==> src/lsl_pkg.sv <==
// Shared types and constants for the laser spot locator
package lsl_pkg;

   localparam int MAX_DIM_DEF = 4096;

   localparam int CSR_W     = 13;
   localparam int CSR_IDX_W = 2;
   localparam int CHAN_W    = 8;
   localparam int GRAY_W    = 8;
   localparam int POS_W     = 13;
   localparam int FRAME_W   = 16;

   localparam logic [CSR_IDX_W-1:0] CSR_FRAME_WIDTH    = 2'd0;
   localparam logic [CSR_IDX_W-1:0] CSR_FRAME_HEIGHT   = 2'd1;
   localparam logic [CSR_IDX_W-1:0] CSR_SPOT_THRESHOLD = 2'd2;

   localparam logic [CSR_W-1:0]  RST_FRAME_WIDTH    = 13'd640;
   localparam logic [CSR_W-1:0]  RST_FRAME_HEIGHT   = 13'd480;
   localparam logic [GRAY_W-1:0] RST_SPOT_THRESHOLD = 8'd70;

   // fixed-point luma weights, scaled by 2^14
   localparam int GRAY_SUM_W = 22;
   localparam int GRAY_SHIFT = 14;
   localparam logic [GRAY_SUM_W-1:0] GRAY_WT_RED   = 22'd4899;
   localparam logic [GRAY_SUM_W-1:0] GRAY_WT_GREEN = 22'd9617;
   localparam logic [GRAY_SUM_W-1:0] GRAY_WT_BLUE  = 22'd1868;
   localparam logic [GRAY_SUM_W-1:0] GRAY_ROUND    = 22'd8192;

   typedef struct packed {
      logic [CSR_W-1:0]  frame_width;
      logic [CSR_W-1:0]  frame_height;
      logic [GRAY_W-1:0] spot_threshold;
   } cfg_type;

   typedef struct packed {
      logic              valid;
      logic [GRAY_W-1:0] gray;
   } pix_type;

endpackage

==> src/lsl_gray_stage.sv <==
// Input register and gray conversion of one pixel
module lsl_gray_stage
   import lsl_pkg::*;
(
   input  logic              clock,
   input  logic              reset,
   input  logic              req_valid,
   output logic              req_stall,
   input  logic [CHAN_W-1:0] req_chan_first,
   input  logic [CHAN_W-1:0] req_chan_second,
   input  logic [CHAN_W-1:0] req_chan_third,
   input  logic              pix_take,
   output pix_type           pix
);

   logic              valid_ff, valid_in;
   logic [CHAN_W-1:0] red_ff, green_ff, blue_ff;
   logic              accept;
   logic [GRAY_SUM_W-1:0] sum;

   // hold the word while the tracker cannot take it
   assign req_stall = valid_ff && !pix_take;
   assign accept    = req_valid && !req_stall;

   always_comb begin
      valid_in = valid_ff;
      if (accept) begin
         valid_in = 1'b1;
      end else if (pix_take) begin
         valid_in = 1'b0;
      end
   end

   always_ff @(posedge clock) begin
      if (reset) begin
         valid_ff <= 1'b0;
      end else begin
         valid_ff <= valid_in;
      end
   end

   always_ff @(posedge clock) begin
      if (accept) begin
         red_ff   <= req_chan_first;
         green_ff <= req_chan_second;
         blue_ff  <= req_chan_third;
      end
   end

   assign sum = GRAY_SUM_W'(red_ff) * GRAY_WT_RED
              + GRAY_SUM_W'(green_ff) * GRAY_WT_GREEN
              + GRAY_SUM_W'(blue_ff) * GRAY_WT_BLUE
              + GRAY_ROUND;

   assign pix.valid = valid_ff;
   assign pix.gray  = sum[GRAY_SHIFT +: GRAY_W];

endmodule

==> src/lsl_tracker.sv <==
// Raster counters, brightest pixel tracking and the result register
module lsl_tracker
   import lsl_pkg::*;
#(
   parameter int MAX_DIM = MAX_DIM_DEF
)(
   input  logic                     clock,
   input  logic                     reset,
   input  cfg_type                  cfg,
   input  pix_type                  pix,
   output logic                     pix_take,
   output logic                     rsp_valid,
   input  logic                     rsp_stall,
   output logic                     rsp_spot_found,
   output logic signed [POS_W-1:0]  rsp_spot_col,
   output logic signed [POS_W-1:0]  rsp_spot_row,
   output logic [FRAME_W-1:0]       rsp_frame_number
);

   localparam int CNT_W = $clog2(MAX_DIM);
   localparam int DIM_W = $clog2(MAX_DIM + 1);
   localparam int CMP_W = (DIM_W > CSR_W) ? DIM_W : CSR_W;
   localparam logic [CMP_W-1:0] MAX_CMP = CMP_W'(MAX_DIM);

   logic [GRAY_W-1:0]  best_gray_ff, best_gray_in;
   logic [CNT_W-1:0]   best_col_ff, best_col_in;
   logic [CNT_W-1:0]   best_row_ff, best_row_in;
   logic [CNT_W-1:0]   col_count_ff, row_count_ff;
   logic [FRAME_W-1:0] frame_count_ff, frame_count_in;
   logic               rsp_valid_ff;
   logic               found_ff;
   logic [POS_W-1:0]   col_ff, row_ff;

   logic [CMP_W-1:0]   wid_cmp, hgt_cmp;
   logic [DIM_W-1:0]   eff_w, eff_h;
   logic [DIM_W-1:0]   col_inc, row_inc;
   logic               first, row_end, frame_end, out_free, found;

   // clamp frame size: zero acts as one, oversize acts as the maximum
   always_comb begin
      wid_cmp = CMP_W'(cfg.frame_width);
      hgt_cmp = CMP_W'(cfg.frame_height);
      priority if (wid_cmp == '0) begin
         eff_w = DIM_W'(1);
      end else if (wid_cmp > MAX_CMP) begin
         eff_w = DIM_W'(MAX_DIM);
      end else begin
         eff_w = DIM_W'(wid_cmp);
      end
      priority if (hgt_cmp == '0) begin
         eff_h = DIM_W'(1);
      end else if (hgt_cmp > MAX_CMP) begin
         eff_h = DIM_W'(MAX_DIM);
      end else begin
         eff_h = DIM_W'(hgt_cmp);
      end
   end

   assign col_inc   = DIM_W'(col_count_ff) + DIM_W'(1);
   assign row_inc   = DIM_W'(row_count_ff) + DIM_W'(1);
   assign row_end   = !(col_inc < eff_w);
   assign frame_end = row_end && !(row_inc < eff_h);
   assign first     = (col_count_ff == '0) && (row_count_ff == '0);

   // a frame-end word needs room in the result register
   assign out_free = !rsp_valid_ff || !rsp_stall;
   assign pix_take = pix.valid && (out_free || !frame_end);

   always_comb begin
      best_gray_in = best_gray_ff;
      best_col_in  = best_col_ff;
      best_row_in  = best_row_ff;
      if (first || (pix.gray > best_gray_ff)) begin
         best_gray_in = pix.gray;
         best_col_in  = col_count_ff;
         best_row_in  = row_count_ff;
      end
   end

   assign frame_count_in = frame_count_ff + FRAME_W'(1);
   assign found          = best_gray_in > cfg.spot_threshold;

   always_ff @(posedge clock) begin
      if (reset) begin
         best_gray_ff   <= '0;
         best_col_ff    <= '0;
         best_row_ff    <= '0;
         col_count_ff   <= '0;
         row_count_ff   <= '0;
         frame_count_ff <= '0;
         rsp_valid_ff   <= 1'b0;
      end else begin
         if (pix_take) begin
            best_gray_ff <= best_gray_in;
            best_col_ff  <= best_col_in;
            best_row_ff  <= best_row_in;
            if (!row_end) begin
               col_count_ff <= CNT_W'(col_inc);
            end else begin
               col_count_ff <= '0;
               if (!frame_end) begin
                  row_count_ff <= CNT_W'(row_inc);
               end else begin
                  row_count_ff <= '0;
               end
            end
            if (frame_end) begin
               frame_count_ff <= frame_count_in;
            end
         end
         if (pix_take && frame_end) begin
            rsp_valid_ff <= 1'b1;
         end else if (!rsp_stall) begin
            rsp_valid_ff <= 1'b0;
         end
      end
   end

   always_ff @(posedge clock) begin
      if (pix_take && frame_end) begin
         found_ff <= found;
         col_ff   <= found ? POS_W'(best_col_in) : '1;
         row_ff   <= found ? POS_W'(best_row_in) : '1;
      end
   end

   assign rsp_valid        = rsp_valid_ff;
   assign rsp_spot_found   = found_ff;
   assign rsp_spot_col     = col_ff;
   assign rsp_spot_row     = row_ff;
   assign rsp_frame_number = frame_count_ff;

endmodule

==> src/laser_spot_locator.sv <==
// Laser spot locator: brightest pixel per frame with threshold
// Throughput: one pixel per cycle; only a frame's last pixel waits, and only
//   while the result register is still held by a stalled result.
// A frame's last pixel passes the input register, then the tracker into the
//   result register, where the result shows.
// Reset clears counters, the kept maximum and the frame count, and loads
//   frame size 640 x 480 and threshold 70.
module laser_spot_locator
   import lsl_pkg::*;
#(
   parameter int MAX_DIM = MAX_DIM_DEF
)(
   input  logic                     clock,
   input  logic                     reset,
   input  logic                     csr_write_en,
   input  logic [CSR_IDX_W-1:0]     csr_index,
   input  logic [CSR_W-1:0]         csr_data,
   input  logic                     req_valid,
   output logic                     req_stall,
   input  logic [CHAN_W-1:0]        req_chan_first,
   input  logic [CHAN_W-1:0]        req_chan_second,
   input  logic [CHAN_W-1:0]        req_chan_third,
   output logic                     rsp_valid,
   input  logic                     rsp_stall,
   output logic                     rsp_spot_found,
   output logic signed [POS_W-1:0]  rsp_spot_col,
   output logic signed [POS_W-1:0]  rsp_spot_row,
   output logic [FRAME_W-1:0]       rsp_frame_number
);

   cfg_type cfg_ff;
   pix_type pix;
   logic    pix_take;

   always_ff @(posedge clock) begin
      if (reset) begin
         cfg_ff.frame_width    <= RST_FRAME_WIDTH;
         cfg_ff.frame_height   <= RST_FRAME_HEIGHT;
         cfg_ff.spot_threshold <= RST_SPOT_THRESHOLD;
      end else if (csr_write_en) begin
         unique case (csr_index)
            CSR_FRAME_WIDTH:    cfg_ff.frame_width    <= csr_data;
            CSR_FRAME_HEIGHT:   cfg_ff.frame_height   <= csr_data;
            CSR_SPOT_THRESHOLD: cfg_ff.spot_threshold <= csr_data[GRAY_W-1:0];
            default: begin
               // drop writes to unused indexes
            end
         endcase
      end
   end

   lsl_gray_stage u_gray_stage (
      .clock           (clock),
      .reset           (reset),
      .req_valid       (req_valid),
      .req_stall       (req_stall),
      .req_chan_first  (req_chan_first),
      .req_chan_second (req_chan_second),
      .req_chan_third  (req_chan_third),
      .pix_take        (pix_take),
      .pix             (pix)
   );

   lsl_tracker #(
      .MAX_DIM (MAX_DIM)
   ) u_tracker (
      .clock            (clock),
      .reset            (reset),
      .cfg              (cfg_ff),
      .pix              (pix),
      .pix_take         (pix_take),
      .rsp_valid        (rsp_valid),
      .rsp_stall        (rsp_stall),
      .rsp_spot_found   (rsp_spot_found),
      .rsp_spot_col     (rsp_spot_col),
      .rsp_spot_row     (rsp_spot_row),
      .rsp_frame_number (rsp_frame_number)
   );

endmodule

==> config.mk <==
export PLATFORM = sky130hd
export DESIGN_NAME = laser_spot_locator
export DESIGN_NICKNAME = d
export VERILOG_FILES = /design/src/lsl_pkg.sv /design/src/lsl_gray_stage.sv /design/src/lsl_tracker.sv /design/src/laser_spot_locator.sv
export SDC_FILE = /design/constraint.sdc
export NUM_CORES = 1
export LEC_CHECK = 0
export ABC_AREA = 0
export BUFFER_PORTS_ARGS = -buffer_cell sky130_fd_sc_hd__buf_2
export CAP_MARGIN = 5
export CORE_UTILIZATION = 25
export CTS_BUF_LIST = sky130_fd_sc_hd__clkbuf_4 sky130_fd_sc_hd__clkbuf_8
export CTS_CLUSTER_DIAMETER = 50
export CTS_CLUSTER_SIZE = 24
export DETAILED_ROUTE_END_ITERATION = 10
export HOLD_SLACK_MARGIN = 0.06
export PLACE_DENSITY = 0.4
export SLEW_MARGIN = 10
export SYNTH_ARGS = -nofsm -noshare
export SYNTH_HDL_FRONTEND = slang
export SYNTH_SLANG_ARGS = --single-unit
==> constraint.sdc <==
create_clock -name clock -period 10.87 [get_ports clock]
set_input_delay 2.174 -clock clock [delete_from_list [all_inputs] [get_ports clock]]
set_output_delay 2.174 -clock clock [all_outputs]
set_load 0.1 [all_outputs]
After elaboration in Yosys (flattened, before gate mapping). Index checks and enable logic that the tools add are counted.

Register bits: 159. Output and inout bits: 45. Logic and storage cells: 80.

$add $sub $neg: 6. Multipliers: 3. Magnitude comparators: 6. Eq/ne operators: 3. Mux-type cells: 15. Bitwise logic cells: 1. Reduce and logical (&&, ||, !) cells: 27.

Operators by type and width (number): 2-to-1 mux 13 bit (6); 2-to-1 mux 12 bit (4); adder 12 x 1 -> 13 bit (second input constant) (2); greater-than comparator 13 bit (second input constant) (2); logical NOT 13 bit (2); less-than comparator 13 bit (2); logical NOT 12 bit (2); adder 21 x 22 -> 22 bit (1); adder 22 x 14 -> 22 bit (second input constant) (1); adder 22 x 19 -> 22 bit (1); multiplier 8 x 14 -> 22 bit (second input constant) (1); multiplier 8 x 13 -> 21 bit (second input constant) (1); multiplier 8 x 9 -> 17 bit (second input constant) (1); adder 16 x 1 -> 16 bit (second input constant) (1); greater-than comparator 8 bit (2); AND reduction 2 bit (5); 2-to-1 mux 8 bit (1); logical NOT 1 bit (7); logical AND 1 bit (6); 2-to-1 mux 1 bit (4); logical OR 1 bit (3); equality test 2 x 1 -> 1 bit (second input constant) (1); equality test 2 bit (second input constant) (1); logical NOT 2 bit (1); other kinds (3) (3).

Longest topological paths before layout. Gate-level depths: netlist (run 1).

Depth after elaboration: 14. Gate-level depth with buffers: 48. Depth with buffers taken out: 45.

Cells and area by module. From an unflattened synthesis (run 1), not the netlist that was laid out.

Cells, all modules: 1372. Area, all modules: 13105.1 sq um.

Modules (own cells, without submodules): lsl_gray_stage (instances 1, cells an instance 581, area each 5878.1 sq um); lsl_tracker (instances 1, cells an instance 654, area each 5821.8 sq um); laser_spot_locator (instances 1, cells an instance 137, area each 1405.1 sq um).

Least setup slack after synthesis (run 1). Ideal clock, no wire load.

Path type: reg-to-reg. Start: register u_gray_stage.blue_ff[5]. End: register u_tracker.col_ff[11], in the netlist u_tracker.rsp_spot_col[11] (data pin). Setup time: 272 ps. Data arrival time: 9898 ps. Data required time: 10598 ps. Path slack: 701 ps. Cell stages (with the launch flop): 48. Cells stage by stage: edfxtp_1 > ha_1 > ha_1 > inv_1 > fa_1 > fa_1 > inv_1 > ha_1 > nor3b_1 > o21a_1 > o21a_1 > o21a_1 > o21ai_0 > nor2b_1 > xnor2_1 > ha_1 > ha_1 > fa_1 > [12 not listed] > a21oi_1 > o221ai_1 > a211oi_1 > o21ai_4 > buf_6 > buf_4 > nand2_1 > o21ai_0 > ha_1 > nor2b_1 > o21a_1 > o21ai_0 > nand2b_1 > a21oi_1 > o21ai_0 > o31a_1 > clkbuf_1 > o21ai_0.

Word-level cells in the longest chain between the ends: 7. Elaborated cells between the ends (all ways): 8. Those cells by class: add/sub (2); mul (1); order compare (2); mux (2); reduce/logical (1).

Ends and longest elaborated chain: start: declaration (line lsl_gray_stage.sv:17) `logic [CHAN_W-1:0] red_ff, green_ff, blue_ff;`; start signal: assignment (line lsl_gray_stage.sv:46) `blue_ff <= req_chan_third;`; multiplier 8 x 9 -> 17 bit * (line lsl_gray_stage.sv:52) `+ GRAY_SUM_W'(blue_ff) * GRAY_WT_BLUE`; adder 22 x 19 -> 22 bit * (line lsl_gray_stage.sv:52); adder 22 x 14 -> 22 bit * (line lsl_gray_stage.sv:53) `+ GRAY_ROUND;`; greater-than comparator 8 bit (line lsl_tracker.sv:73) `if (first || (pix.gray > best_gray_ff)) begin`; logical OR 1 bit (line lsl_tracker.sv:73); 2-to-1 mux 8 bit * (line lsl_tracker.sv:73); net u_tracker.best_gray_in[1] (line lsl_tracker.sv:25) `logic [GRAY_W-1:0] best_gray_ff, best_gray_in;`; greater-than comparator 8 bit * (line lsl_tracker.sv:81) `assign found = best_gray_in > cfg.spot_threshold;`; net u_tracker.found (line lsl_tracker.sv:37) `logic first, row_end, frame_end, out_free, found;`; end signal: assignment (line lsl_tracker.sv:122) `col_ff <= found ? POS_W'(best_col_in) : '1;`; end: declaration (line lsl_tracker.sv:32) `logic [POS_W-1:0] col_ff, row_ff;`.

The timed path passes the listed nets; every way through them passes the cells marked *. A chain may end at the register's enable or synchronous reset.

Worst setup path after layout (run 1).
Start: register u_gray_stage.blue_ff[6]. End: register u_tracker.col_ff[1], in the netlist u_tracker.rsp_spot_col[1] (data pin).

Word-level cells in the longest chain between the ends: 7. Elaborated cells between the ends (all ways): 8. Those cells by class: add/sub (2); mul (1); order compare (2); mux (2); reduce/logical (1).

Ends and longest elaborated chain (line): multiplier 8 x 9 -> 17 bit * (lsl_gray_stage.sv:52); adder 22 x 19 -> 22 bit * (lsl_gray_stage.sv:52); adder 22 x 14 -> 22 bit * (lsl_gray_stage.sv:53); greater-than comparator 8 bit (lsl_tracker.sv:73); logical OR 1 bit (lsl_tracker.sv:73); 2-to-1 mux 8 bit * (lsl_tracker.sv:73); net u_tracker.best_gray_in[3] (lsl_tracker.sv:25); greater-than comparator 8 bit * (lsl_tracker.sv:81).

Marks and branches as above.

==> impl_metrics.ini, run 1 <==
[setup_path]
arrival_ns = 10.48
crit_fanout = 26
r2r_start = u_gray_stage.blue_ff[6]
path_common_cell = ha_1
cpPeakStageDelay_ns = 0.55
endpoint = u_tracker.rsp_spot_col[1]
path_depth = 43
critical_path_buf_inv_count = 6
required_ns = 11.13
path_class = reg2reg
critPathLaunchType = register
critPathLaunch = u_gray_stage.blue_ff[6]
crit_path_end_kind = register
path_delay_family = adder cells
worst-r2r-setup-slack_ns = 0.65
ff2ff_path_depth = 43
worst_r2r_endpoint = u_tracker.rsp_spot_col[1]
critPathSlowestCell = fa_1

[floorplan]
chipHeight_um = 227
core_area_sq_mm = 0.0501
num_rows = 82
initial_core_util_pct = 25.3
die_area_sq_mm = 0.0515
die_w_um = 227
ioPinCount = 89

[clock_tree]
cts-htree-levels = 4
clk_latency_ns = 0.53
cts_buffers = 17
cts_tree = yes
cts.sinks = 158
hold_buffers = 0
clockBufferDepth = 2
cts.reportedPaths.clkPinSlew_ns = 0.10
root_buffer = clkbuf_8

[sta]
fmax_ghz = 0.0978
rsz0062_at_grt = no
fin_skew_ns = 0.0220
setup_viol = 0
slew_headroom_pct = 39.7
timing.final.crit_period_ns = 10.22
fin_setup_tns_ns = 0
period_share_pct = 94.1
hold_viol = 0
worst_slew_pin_slew_ns = 0.903
drv_slew = 0

[global_route]
antenna_found_initial = 0
track_usage_pct = 13.1
grt_pass1_wl_um = 51000
globalRouteOverflowTotal = 0
grt_max_degree = 67
grt_pass1_vias = 9377

[route]
routed_wl_um = 31500
drc_errors = 0
via_count = 9229
routed_via_density = 4.34
drt_iter0_markers = 382
wl_per_cell_um = 14.8
drt-pass1-iter-count = 5
postRouteAntennaNets = 0

[synth]
ys_seq_area_share_pct = 29.0
synth_edf_count = 50
synth_cell_types = 65
synth_seq_cells = 158
synth_flop_cell = dfxtp_1
async_flop_share_pct = 0
netlist_instances = 1371
synth_area_sq_mm = 0.0127
syn-num-nets = 1690
yosys_warnings = 0
avgSynthCellArea_sq_um = 9.23

[finish]
drive_gt1_share_pct = 11.3
final_common_cell = inv_1
n_antenna_cell = 0
mostFrequentLayoutCells = 241 x inv_1, 188 x ha_1, 128 x nand2_1, 108 x dfxtp_1, 94 x nor2_1
finalNetCount = 1762
area_growth_pct = 12.5
final_core_util_pct = 28.4

[placement]
hpwl_um = 24900
port_buffers = 88
place_congestion = 0.780

[flow_run]
maxCapViolCount = 0

[hold_path]
min_path_type = reg2reg

[run_status]
status = completed
synthesized netlist by cell type (25+ instances only):
cell type,count,area [sq um]
mux2i_1,33,330
o21ai_0,52,260
dfxtp_1,108,2160
nand3_1,27,135
clkbuf_1,33,124
ha_1,188,2350
nand2_1,128,480
inv_1,241,905
a21oi_1,81,405
fa_1,87,1740
nor2_1,94,353
edfxtp_1,50,1500
xnor2_1,25,219
cells by family (layout without fill, tap and decap cells):
family	count (synthesis)	after routing	synth area share (%)
compound gates	195	195	9.44
mux	38	38	3.06
buf+inv	292	376	9.17
flops	158	158	29.0
fa+ha+maj	275	275	32.4
xor+xnor	46	46	3.18
simple gates	367	367	13.8
state kept, by name, summed over array words and instances, names as in the netlist, 12 cells and up:
register	flops
cfg_ff	34
u_tracker.rsp_frame_number	16
u_tracker.rsp_spot_row	13
u_tracker.best_col_ff	12
u_tracker.best_row_ff	12
u_tracker.col_count_ff	12
u_tracker.row_count_ff	12
u_tracker.rsp_spot_col	12
worst reg2reg max path, delay by kind of cell (launching register included):
kind                       cells  cell delay (ns)
AOI/OAI and AO/OA             15             2.36
muxes                          1             0.27
DFF                            1             0.49
xor gates and xnor gates       2             0.33
adders and majority gates     13             4.91
and+or+nand+nor                6             1.10
buffers and inverters          6             0.55
through the flow:
step / setup WS, ns / cells / hold WS, ns / area (sq um)
global route: 0.0126 / 2127 / 0.498 / 14200
floorplan: 0.701 / 1371 / 0.436 / 12700
finish: 0.645 / 2127 / 0.465 / 14200
CTS: 0.130 / 2123 / 0.469 / 14200
global placement: 0.346 / 2092 / 0.451 / 13800
detailed placement: 0.180 / 2092 / 0.451 / 13800
how the worst min path moves through the flow:
stage,startpoint,to,cells past startpoint
5_1_grt,cfg_ff[8],cfg_ff[8],2
6_report,cfg_ff[8],cfg_ff[8],2
3_5_place_dp,cfg_ff[8],cfg_ff[8],2
4_1_cts,cfg_ff[8],cfg_ff[8],2
2_1_floorplan,cfg_ff[21],cfg_ff[21],2
3_3_place_gp,cfg_ff[21],cfg_ff[21],2
repair_timing:
action	CTS	global route
gates resized for setup	0	11
setup endpoints to repair	0	26
setup buffers	0	4
routing by layer:
| layer | up-vias | global-route usage [%] | part of all wire, % |
|---|---|---|---|
| met5 | - | 0 | 0 |
| met4 | 0 | 3.90 | 1.3 |
| met3 | 24 | 2.48 | 3.0 |
| met2 | 104 | 21.1 | 47 |
| met1 | 4414 | 17.6 | 49 |
| li1 | 4687 | - | - |
area by class of cell:
type | instances | area, sq um
inverters | 241 | 905
flip-flops and latches | 158 | 3660
well taps | 672 | 841
fillers | 5451 | 35800
clock buffers | 18 | 248
multi-input cells | 921 | 7880
repair buffers | 104 | 586
clock inverters | 13 | 118
Power of run 1 is not shown: default switching activity piles up to over one toggle a cycle in this logic, so the estimate is an artifact.
==> run 2: changes to the inputs <==
--- a/config.mk
+++ b/config.mk
@@ -15,6 +15,7 @@
 export DETAILED_ROUTE_END_ITERATION = 10
 export HOLD_SLACK_MARGIN = 0.06
 export PLACE_DENSITY = 0.4
+export RECOVER_POWER = 100
 export SLEW_MARGIN = 10
 export SYNTH_ARGS = -nofsm -noshare
 export SYNTH_HDL_FRONTEND = slang
==> run 2 against run 1 <==
Die area did not move. Worst hold slack barely moved. Wire length barely moved. First-iteration DRC count fell by 0.26%. The run now ends with max-capacitance violations, max-slew violations left. Register-to-register slack lost 0.02 ns. Worst setup slack worse by 0.021 ns. Via count grew 0.35%. Critical path depth is 2 higher. Fmax fell by 0.20%. Clock skew about the same. Cell area fell by 0.84%. Flip-flop and latch count is the same.
==> impl_metrics.ini, run 2 (same netlist as run 1, synthesis figures left out) <==
[finish]
largest_reg_flops = 34
finalNetCount = 1762
final_common_cell = inv_1
design_area_sq_mm = 0.0141
area_growth_pct = 11.6
drive_gt1_share_pct = 7.49
n_antenna_cell = 0
largest_register = cfg_ff
mostFrequentLayoutCells = 241 x inv_1, 188 x ha_1, 128 x nand2_1, 108 x dfxtp_1, 94 x nor2_1

[flow_run]
maxCapViolCount = 6

[global_route]
grt_max_degree = 67
antenna_found_initial = 0
grt_pass1_wl_um = 51000
track_usage_pct = 13.1
globalRouteOverflowTotal = 0
grt_pass1_vias = 9377

[hold_path]
holdCritStartpoint = cfg_ff[8]
min_path_type = reg2reg

[floorplan]
num_rows = 82
ioPinCount = 89
initial_core_util_pct = 25.3
die_area_sq_mm = 0.0515
core_area_sq_mm = 0.0501
die_w_um = 227
chipHeight_um = 227

[sta]
fin_skew_ns = 0.0218
drv_slew = 190
final.setup.worst_slack_ns = 0.624
hold_viol = 0
worst_slew_pin_slew_ns = 3.11
fin_setup_tns_ns = 0
whs_ns = 0.465
rsz0062_at_grt = no
fmax_ghz = 0.0976
period_share_pct = 94.3
slew_headroom_pct = -107
timing.final.crit_period_ns = 10.25
setup_viol = 0

[clock_tree]
cts.sinks = 158
cts.reportedPaths.clkPinSlew_ns = 0.10
cts_buffers = 17
cts_tree = yes
cts-htree-levels = 4
hold_buffers = 0
clk_latency_ns = 0.53
clockBufferDepth = 2
root_buffer = clkbuf_8

[setup_path]
endpoint = u_tracker.rsp_spot_col[1]
crit_fanout = 26
path_common_cell = ha_1
required_ns = 11.13
worst-r2r-setup-slack_ns = 0.62
arrival_ns = 10.51
critPathLaunch = u_gray_stage.blue_ff[6]
r2r_start = u_gray_stage.blue_ff[6]
path_class = reg2reg
ff2ff_path_depth = 45
critPathLaunchType = register
cpPeakStageDelay_ns = 0.55
worst_r2r_endpoint = u_tracker.rsp_spot_col[1]
critPathSlowestCell = fa_1
crit_path_end_kind = register

[route]
routed_via_density = 4.35
wl_per_cell_um = 14.8
drc_errors = 0
routed_wl_um = 31500
postRouteAntennaNets = 0
drt-pass1-iter-count = 5
via_count = 9261
drt_iter0_markers = 381

[run_status]
status = finished with violations
failed_checks = max-capacitance violations, max-slew violations

[placement]
post_dp_cell_area_sq_mm = 0.0138
place_congestion = 0.780
place_ws_ns = 0.180
port_buffers = 88
hpwl_um = 24900
[run 2: cell count changes in the layout (fill, tap and decap cells not counted), sizes merged]
cell	previous run	this run
clkbuf	18	72
buf	104	50
[run 2: worst min-delay path by stage]
stage | end | slack, ns | cells past startpoint
after floorplan | cfg_ff[21] | 0.44 | 2
after global placement | cfg_ff[21] | 0.45 | 2
after detailed placement | cfg_ff[8] | 0.45 | 2
after CTS | cfg_ff[8] | 0.47 | 2
after global routing | cfg_ff[8] | 0.50 | 2
final | cfg_ff[8] | 0.46 | 2
[run 2: cell type report]
cell class	instances	area [sq um]
fill	5480	35900
multi-input combinational	921	7850
sequential	158	3660
inverter	241	905
tap	672	841
timing repair buffer	104	493
clock buffer	18	248
clock inverter	13	118
[run 2: critical path: cells and delay by family (launching register included)]
family	cells	cell delay [ns]
adders and majority gates	13	4.92
AOI/OAI and AO/OA	17	2.56
and+or+nand+nor	8	1.33
DFF	1	0.49
buffers and inverters	5	0.37
xor gates and xnor gates	2	0.33
[run 2: through the flow]
step | cells | util (%)
final | 2127 | 28.2
after global placement | 2092 | 27.6
after floorplan | 1371 | -
after CTS | 2123 | 28.3
after detailed placement | 2092 | 27.6
after global routing | 2127 | 28.2
[run 2: what timing repair did]
action | 4_1_cts | 5_1_grt
buffers inserted | 0 | 4
endpoints found under the hold margin | 0 | 0
resized for setup | 0 | 11
setup endpoints to repair | 0 | 26
[run 2: routing by layer]
layer	part of all wire [%]	global-route usage, %
met1	49	17.6
met2	47	21.1
met3	2.9	2.48
met4	1.3	3.90
met5	0	0
Power of run 2 is left out for the same reason.
